[config.mk]
export PLATFORM = sky130hd
export DESIGN_NAME = raw_pulse_text_decoder_unit
export DESIGN_NICKNAME = d
export VERILOG_FILES = /design/src/rtl/rptd_pkg.sv /design/src/rtl/raw_pulse_text_decoder_unit.sv
export SDC_FILE = /design/constraint.sdc
export NUM_CORES = 1
export LEC_CHECK = 0
export BUFFER_PORTS_ARGS = -buffer_cell sky130_fd_sc_hd__buf_2
export CORE_ASPECT_RATIO = 0.8
export CORE_MARGIN = 2
export CORE_UTILIZATION = 55
export DETAILED_ROUTE_END_ITERATION = 7
export GPL_ROUTABILITY_DRIVEN = 0
export PLACE_DENSITY = 0.74
export SLEW_MARGIN = 0
export SYNTH_ARGS = -nofsm -noshare
export SYNTH_HDL_FRONTEND = slang
export SYNTH_SLANG_ARGS = --single-unit
[constraint.sdc]
create_clock -name clk_i -period 10.5 [get_ports clk_i]
set_input_delay 1.575 -clock clk_i [delete_from_list [all_inputs] [get_ports clk_i]]
set_output_delay 1.575 -clock clk_i [all_outputs]
set_load 0.03 [all_outputs]
[src/rtl/rptd_pkg.sv]
`default_nettype none

package rptd_pkg;

  localparam int unsigned MAG_BITS_DEF = 31;
  localparam int unsigned DURATION_W   = 31;
  localparam int unsigned KIND_W       = 2;
  localparam int unsigned POS_W        = 4;
  localparam int unsigned QUEUE_DEPTH  = 4;

  localparam logic [POS_W-1:0] PREFIX_LEN  = 4'd9;
  localparam logic [POS_W-1:0] PREFIX_MISS = 4'd15;

  localparam logic [7:0] CH_LF    = 8'h0A;
  localparam logic [7:0] CH_CR    = 8'h0D;
  localparam logic [7:0] CH_TAB   = 8'h09;
  localparam logic [7:0] CH_VT    = 8'h0B;
  localparam logic [7:0] CH_FF    = 8'h0C;
  localparam logic [7:0] CH_SPACE = 8'h20;
  localparam logic [7:0] CH_MINUS = 8'h2D;
  localparam logic [7:0] CH_ZERO  = 8'h30;
  localparam logic [7:0] CH_NINE  = 8'h39;

  typedef enum logic [KIND_W-1:0] {
    KIND_PULSE  = 2'd0,
    KIND_END    = 2'd1,
    KIND_NODATA = 2'd2
  } kind_e;

  typedef enum logic [1:0] {
    MODE_HEAD    = 2'd0,
    MODE_PARSE   = 2'd1,
    MODE_ABANDON = 2'd2,
    MODE_DONE    = 2'd3
  } mode_e;

  typedef struct packed {
    kind_e                 kind;
    logic [DURATION_W-1:0] duration;
    logic                  level;
    logic                  last;
  } result_t;

  // expected character of the raw line prefix
  function automatic logic [7:0] prefix_char(input logic [POS_W-1:0] pos);
    logic [7:0] ch;
    unique case (pos)
      4'd0:    ch = 8'h52;
      4'd1:    ch = 8'h41;
      4'd2:    ch = 8'h57;
      4'd3:    ch = 8'h5F;
      4'd4:    ch = 8'h44;
      4'd5:    ch = 8'h61;
      4'd6:    ch = 8'h74;
      4'd7:    ch = 8'h61;
      4'd8:    ch = 8'h3A;
      default: ch = 8'h00;
    endcase
    return ch;
  endfunction

  function automatic logic is_blank(input logic [7:0] ch);
    return (ch == CH_SPACE) || (ch == CH_TAB) || (ch == CH_CR) ||
           (ch == CH_VT) || (ch == CH_FF);
  endfunction

  function automatic logic is_digit(input logic [7:0] ch);
    return (ch >= CH_ZERO) && (ch <= CH_NINE);
  endfunction

endpackage

`default_nettype wire

[src/rtl/raw_pulse_text_decoder_unit.sv]
// a byte's results are written into the result queue at its transaction
// one byte per cycle while in_stall_o is low; a byte with two results queues both, sent in order
// in_stall_o is high while the result queue has fewer than two free entries
// rst_ni (asynchronous, active low) returns to searching for the first raw line
// and empties the result queue
`default_nettype none

module raw_pulse_text_decoder_unit #(
  parameter int unsigned MAGNITUDE_BITS = rptd_pkg::MAG_BITS_DEF
) (
  input  wire                              clk_i,
  input  wire                              rst_ni,
  input  wire                              in_valid_i,
  output logic                             in_stall_o,
  input  wire  [7:0]                       text_byte_i,
  input  wire                              end_of_file_i,
  output logic                             out_valid_o,
  input  wire                              out_stall_i,
  output logic [rptd_pkg::KIND_W-1:0]      kind_o,
  output logic [rptd_pkg::DURATION_W-1:0]  duration_o,
  output logic                             level_o,
  output logic                             last_o
);
  import rptd_pkg::*;

  localparam int unsigned PROD_W = MAGNITUDE_BITS + 4;
  localparam int unsigned PTR_W  = $clog2(QUEUE_DEPTH);
  localparam int unsigned CNT_W  = $clog2(QUEUE_DEPTH + 1);
  localparam logic [PROD_W-1:0] MAG_MAX = {4'b0000, {MAGNITUDE_BITS{1'b1}}};
  localparam logic [CNT_W-1:0]  STALL_LEVEL = CNT_W'(QUEUE_DEPTH - 2);

  mode_e                     mode_q, mode_d;
  logic [POS_W-1:0]          pos_q, pos_d;
  logic [MAGNITUDE_BITS-1:0] acc_q, acc_d;
  logic                      neg_q, neg_d;
  logic                      dig_q, dig_d;
  logic                      nonempty_q, nonempty_d;
  logic                      found_q, found_d;

  result_t                   queue_q [QUEUE_DEPTH];
  logic [PTR_W-1:0]          wr_ptr_q, rd_ptr_q;
  logic [CNT_W-1:0]          cnt_q, cnt_d;

  logic                      in_accept, out_accept;
  logic [PROD_W-1:0]         prod;
  logic [PROD_W-1:0]         acc_wide;
  result_t                   res [2];
  logic [1:0]                n_res;

  function automatic result_t make_result(input kind_e k,
                                          input logic [MAGNITUDE_BITS-1:0] dur,
                                          input logic lvl);
    result_t r;
    r.kind     = k;
    r.duration = DURATION_W'(dur);
    r.level    = lvl;
    r.last     = 1'b0;
    return r;
  endfunction

  assign in_accept  = in_valid_i && !in_stall_o;
  assign out_accept = out_valid_o && !out_stall_i;
  assign in_stall_o = cnt_q > STALL_LEVEL;

  // acc * 10 + digit as two shifted adds
  assign acc_wide = PROD_W'(acc_q);
  assign prod = (acc_wide << 3) + (acc_wide << 1) + PROD_W'(text_byte_i[3:0]);

  always_comb begin
    mode_d     = mode_q;
    pos_d      = pos_q;
    acc_d      = acc_q;
    neg_d      = neg_q;
    dig_d      = dig_q;
    nonempty_d = nonempty_q;
    found_d    = found_q;
    n_res      = 2'd0;
    res[0]     = make_result(KIND_PULSE, '0, 1'b0);
    res[1]     = make_result(KIND_PULSE, '0, 1'b0);

    if (in_accept) begin
      if (text_byte_i != CH_LF) begin
        unique case (mode_q)
          MODE_HEAD: begin
            if (pos_q != '0 || text_byte_i != CH_CR) nonempty_d = 1'b1;
            if (pos_q < PREFIX_LEN && text_byte_i == prefix_char(pos_q)) begin
              pos_d = pos_q + 1'b1;
              if (pos_d == PREFIX_LEN) begin
                mode_d  = MODE_PARSE;
                found_d = 1'b1;
                acc_d   = '0;
                neg_d   = 1'b0;
                dig_d   = 1'b0;
              end
            end else begin
              pos_d = PREFIX_MISS;
            end
          end
          MODE_PARSE: begin
            if (is_digit(text_byte_i)) begin
              acc_d = (prod > MAG_MAX) ? MAG_MAX[MAGNITUDE_BITS-1:0]
                                       : prod[MAGNITUDE_BITS-1:0];
              dig_d = 1'b1;
            end else if (text_byte_i == CH_MINUS) begin
              if (dig_q) begin
                if (acc_q != '0) begin
                  res[0] = make_result(KIND_PULSE, acc_q, !neg_q);
                  n_res  = 2'd1;
                end
                acc_d = '0;
                dig_d = 1'b0;
                neg_d = 1'b1;
              end else if (neg_q) begin
                mode_d = MODE_ABANDON;
              end else begin
                neg_d = 1'b1;
              end
            end else if (is_blank(text_byte_i)) begin
              if (dig_q) begin
                if (acc_q != '0) begin
                  res[0] = make_result(KIND_PULSE, acc_q, !neg_q);
                  n_res  = 2'd1;
                end
                acc_d = '0;
                dig_d = 1'b0;
                neg_d = 1'b0;
              end else if (neg_q) begin
                mode_d = MODE_ABANDON;
              end
            end else begin
              // stray character: flush any number, drop the rest of the line
              if (dig_q && acc_q != '0) begin
                res[0] = make_result(KIND_PULSE, acc_q, !neg_q);
                n_res  = 2'd1;
              end
              acc_d  = '0;
              dig_d  = 1'b0;
              neg_d  = 1'b0;
              mode_d = MODE_ABANDON;
            end
          end
          default: ;
        endcase
      end

      // end of line, also taken at end of file without a trailing newline
      if (text_byte_i == CH_LF || end_of_file_i) begin
        unique case (mode_d)
          MODE_HEAD: begin
            if (found_d && nonempty_d) begin
              res[n_res[0]] = make_result(KIND_END, '0, 1'b0);
              n_res         = n_res + 2'd1;
              mode_d        = MODE_DONE;
            end
            pos_d = '0; nonempty_d = 1'b0; acc_d = '0; neg_d = 1'b0; dig_d = 1'b0;
          end
          MODE_PARSE: begin
            if (dig_d && acc_d != '0) begin
              res[n_res[0]] = make_result(KIND_PULSE, acc_d, !neg_d);
              n_res         = n_res + 2'd1;
            end
            mode_d = MODE_HEAD;
            pos_d = '0; nonempty_d = 1'b0; acc_d = '0; neg_d = 1'b0; dig_d = 1'b0;
          end
          MODE_ABANDON: begin
            mode_d = MODE_HEAD;
            pos_d = '0; nonempty_d = 1'b0; acc_d = '0; neg_d = 1'b0; dig_d = 1'b0;
          end
          default: ;
        endcase
      end

      if (end_of_file_i) begin
        if (mode_d != MODE_DONE && n_res != 2'd2) begin
          res[n_res[0]] = make_result(found_d ? KIND_END : KIND_NODATA, '0, 1'b0);
          n_res         = n_res + 2'd1;
        end
        mode_d     = MODE_HEAD;
        found_d    = 1'b0;
        pos_d      = '0;
        nonempty_d = 1'b0;
        acc_d      = '0;
        neg_d      = 1'b0;
        dig_d      = 1'b0;
      end

      if (n_res == 2'd1) res[0].last = 1'b1;
      if (n_res == 2'd2) res[1].last = 1'b1;
    end
  end

  assign cnt_d = cnt_q + CNT_W'(n_res) - CNT_W'(out_accept);

  always_ff @(posedge clk_i or negedge rst_ni) begin
    if (!rst_ni) begin
      mode_q     <= MODE_HEAD;
      pos_q      <= '0;
      acc_q      <= '0;
      neg_q      <= 1'b0;
      dig_q      <= 1'b0;
      nonempty_q <= 1'b0;
      found_q    <= 1'b0;
      wr_ptr_q   <= '0;
      rd_ptr_q   <= '0;
      cnt_q      <= '0;
    end else begin
      mode_q     <= mode_d;
      pos_q      <= pos_d;
      acc_q      <= acc_d;
      neg_q      <= neg_d;
      dig_q      <= dig_d;
      nonempty_q <= nonempty_d;
      found_q    <= found_d;
      wr_ptr_q   <= wr_ptr_q + PTR_W'(n_res);
      rd_ptr_q   <= rd_ptr_q + PTR_W'(out_accept);
      cnt_q      <= cnt_d;
    end
  end

  // result queue entries, payload only
  always_ff @(posedge clk_i) begin
    if (n_res != 2'd0) queue_q[wr_ptr_q] <= res[0];
    if (n_res == 2'd2) queue_q[wr_ptr_q + 1'b1] <= res[1];
  end

  assign out_valid_o = cnt_q != '0;
  assign kind_o      = queue_q[rd_ptr_q].kind;
  assign duration_o  = queue_q[rd_ptr_q].duration;
  assign level_o     = queue_q[rd_ptr_q].level;
  assign last_o      = queue_q[rd_ptr_q].last;

endmodule

`default_nettype wire

==> reports/summary.md <==
Buffers inserted to repair hold after CTS numbered 0. The endpoint identified for the worst register-to-register timing path is queue_q[1][29]. The count of nets left with antenna violations once routing finished came out at 0.

The share of power burned in the clock network was 26.8%. The number of nets produced by synthesis was 1309; the largest fanout on the critical path was 32. The run gives 0.0125 sq mm as the cell area after synthesis.

Counting every instance in the synthesized netlist gives 1217. The sum of routed wire length over all layers came out at 34700 microns. The width of the die came out at 173 microns.

The floorplan step set the die height to 139 microns. The cell sitting at the root of the clock tree is a sky130_fd_sc_hd__clkbuf_16. After detailed routing, the number of remaining DRC violations is 0. The run finished with clean final reports.

STA puts the critical path data required time at 10.67 ns. The final non-filler cell total is 1562. Summing over every cut layer, the via total after detailed routing is 10500. The footprint of the multi-input gates came out at 0.00679 sq mm. The number of buffer and inverter stages on the critical path works out to 6.

STA classifies the critical path endpoint as a flop. The worst pin sits at a relative slew slack of 20.0%. For this design the top-level I/O count stands at 50.

The tools report the internal cell power as 1.51 mW. In this run the most critical hold path is launched from cnt_q[2]. For this run, the leading register cell type out of synthesis is sky130_fd_sc_hd__edfxtp_1. In the final routed layout, each cell accounts on average for 22.2 microns.

The global-route wire length before repair is 55000 microns. Clock tree synthesis found a total of 188 sinks. The post-CTS repair timing setup buffer count is 0, and the max-capacitance violation count is 0. The switching power share of the total is 38.3%, and the number of placement rows is 49. The commonest cells after synthesis are 185 x sky130_fd_sc_hd__nor2_1, 140 x sky130_fd_sc_hd__edfxtp_1, 76 x sky130_fd_sc_hd__ha_1, 74 x sky130_fd_sc_hd__a21oi_1, 72 x sky130_fd_sc_hd__nand2_1. For met3 alone, demand over resource in global routing was 5.87%.

For the total of cells resized after clock tree synthesis, the log shows 0. The slowest cell on the critical path was sky130_fd_sc_hd__o21ai_4. Across the VDD grid, the largest voltage drop is 0.224 mV.

The count of warnings emitted by yosys was 0; the number of cells on the worst reg-to-reg path was 29. The number of different library cells used by synthesis comes to 91. The setup TNS was 0 ns; the worst-case clock skew was 0.0163 ns.

Average cell area after synthesis: 10.3 sq um. The worst setup path is of the in2reg kind. The post-layout minimum cycle time was 9.58 ns. The post-synthesis sequential area ratio is 43.2%. Leakage power: 5.65 nW. The tools report the count of filler cells inserted in the layout as 1771.

Met1 track utilization from global routing: 42.3%. The sink of the worst hold path is cnt_q[2]. Of all flip-flops after synthesis, the portion carrying an async set or reset was 25.5%. Clock latency on the worst-skew pair, taken at its later pin, is 0.44 ns. The logs give 1233 for the violation count after the first detailed-route iteration and 55.9% for the initial standard-cell utilization of the core. The run gives 10100 as the via count of the first global-routing pass.

In this run the critical register-to-register path is launched from acc_q[0]. TritonCTS built the clock tree. The number of pins exceeding their max-slew limit in the final report is 0. Summed over all layers, the global routing overflow is 0. The area share of the largest cell type after synthesis was 33.6%.

After floorplanning, the core was sized to cover 0.0224 sq mm. Dividing total power by cell area gives a power density of 178 mW/mm^2. At the pin with the least slew margin, the transition time is 1.20 ns. The die covers 0.0240 sq mm. For the reg-to-reg setup timing slack, the log shows 1.69 ns. Summed over all nets, the switching power comes to 0.941 mW. The tools report the number of buffers between clock root and the deepest sink as 2.

Of the cells placed in the final design, the portion with a size suffix greater than 1 is 15.5%. The tightest min-delay check is of the reg2reg type. The largest single stage delay on the critical path is 0.91 ns. Number of stages on the worst hold path: 1. The global routing stage identified its most utilized layer as met2.

Clock transition at the registers of the reported paths: 0.08 ns. The cell family contributing the most delay on the critical path is compound AO/OA/AOI/OAI gates. For the largest net degree at the start of global routing, the log shows 49.

The tools report the type of element launching the critical path as an input port. Compared with the post-synthesis result, the final layout area differs by 9.97%. The initial antenna violation count was 0; the diode insertion count for antenna repair was 0.

Data arrives at the worst endpoint at 9.74 ns. The share of total power dissipated in sequential elements is 38.6%. In the routed layout, each cell is associated on average with a via count of 6.72. In this run, the combinational gates consume 34.6% of the power. The final-report hold violation count was 0.

The number of buffers added on ports came out at 49. The leading area contributor after synthesis was sky130_fd_sc_hd__edfxtp_1. The wire-length estimate of the detail-placed layout is 24600 microns. The first TritonRoute pass finished after 6 iterations. The tools report the cell total after placement as 1530. The H-tree was split into 4 levels. The net count of the finished layout is 1335. In the global route stage, met2 resource usage came out at 44.5%. The number of clock buffers added by TritonCTS is 17. The global routing usage summed across all routing layers is 29.1%, and the count of flip-flops with a built-in enable after synthesis is 140. Derived from the worst setup path, the maximum achievable clock frequency is 104 MHz. Setup repair after global routing left no endpoint under its margin. Ranked by total cell area, the synthesized netlist is headed by sky130_fd_sc_hd__edfxtp_1 34%, sky130_fd_sc_hd__dfrtp_1 9.6%, sky130_fd_sc_hd__ha_1 7.6%. Synthesis inferred 188 register bits. Final clock period utilization by the worst path: 91.2%.

The tools report the total of endpoints with negative setup slack in the final report as 0. The sequential cells in the finished layout cover a total of 0.00541 sq mm. In the post-synthesis netlist, the cell with the most instances is sky130_fd_sc_hd__nor2_1.
[layer usage]
layer  part of all wire [%]  vias to the layer above
met5                      0                        -
met4                    1.9                        0
met3                     10                       59
met2                     46                      664
met1                     42                     5073
li1                       -                     4704
[final cells by class]
class	instances	share of cell area [%]
Multi-Input combinational cell	928	49.4
Sequential cell	188	39.3
Timing Repair Buffer	75	3.20
Clock buffer	17	3.09
Tap cell	306	2.78
Clock inverter	15	1.36
Inverter	33	0.900
[power by group through the flow]
stage               sequential [mW]  clock (mW)  combinational, mW
floorplan                     0.913           0              0.659
global placement              0.956           0              0.832
detailed placement            0.961           0              0.847
CTS                           0.946       0.658              0.853
global route                  0.956       0.687              0.909
finish                        0.946       0.658              0.849
[cell families after synthesis]
kind of cell / count (synthesis) / synth area share (%)
buffers and inverters: 101 / 3.32
AO/OA/AOI/OAI: 354 / 19.9
multiplexers: 44 / 7.04
adder cells (fa/ha/maj): 79 / 8.08
flip-flops: 188 / 43.2
XOR/XNOR: 29 / 2.03
AND/OR/NAND/NOR: 422 / 16.4
[metrics by stage]
step	power [mW]	cell area, sq um	worst slack, ns	utilization, %	hold WS, ns
floorplan	1.57	12500	0.0810	-	0.462
global placement	1.79	13100	0.885	58.8	0.480
detailed placement	1.81	13100	0.566	58.8	0.501
CTS	2.46	13800	0.989	61.5	0.512
global route	2.55	13800	0.428	61.5	0.533
finish	2.45	13800	0.925	61.5	0.511
[flip-flops by register name, summed over array words and instances (netlist names)]
name	cells
pos_q	4
neg_q	1
dig_q	1
queue_q	140
rd_ptr_q	2
acc_q	31
nonempty_q	1
cnt_q	3
found_q	1
wr_ptr_q	2
mode_q	2
[layout by cell type, fill, tap and decap left out, types with 23 or more instances in the layout]
cell type	count
sky130_fd_sc_hd__edfxtp_1	140
sky130_fd_sc_hd__buf_2	49
sky130_fd_sc_hd__buf_4	26
sky130_fd_sc_hd__dfrtp_1	47
sky130_fd_sc_hd__ha_1	76
sky130_fd_sc_hd__nor2_1	185
sky130_fd_sc_hd__a22oi_1	27
sky130_fd_sc_hd__inv_1	33
sky130_fd_sc_hd__nor3_1	23
sky130_fd_sc_hd__o21ai_0	62
sky130_fd_sc_hd__mux4_2	35
sky130_fd_sc_hd__a21oi_1	74
sky130_fd_sc_hd__nand2_1	71
[worst max path at each step]
| stage | from | to | cells past startpoint |
|---|---|---|---|
| 2_1_floorplan | text_byte_i[3] | queue_q[0][0] | 27 |
| 3_3_place_gp | text_byte_i[3] | queue_q[1][31] | 30 |
| 3_5_place_dp | text_byte_i[3] | queue_q[1][13] | 30 |
| 4_1_cts | text_byte_i[3] | queue_q[1][29] | 30 |
| 5_1_grt | text_byte_i[3] | queue_q[1][29] | 31 |
| 6_report | text_byte_i[3] | queue_q[1][29] | 30 |
Power figures use the tool's default switching activity.
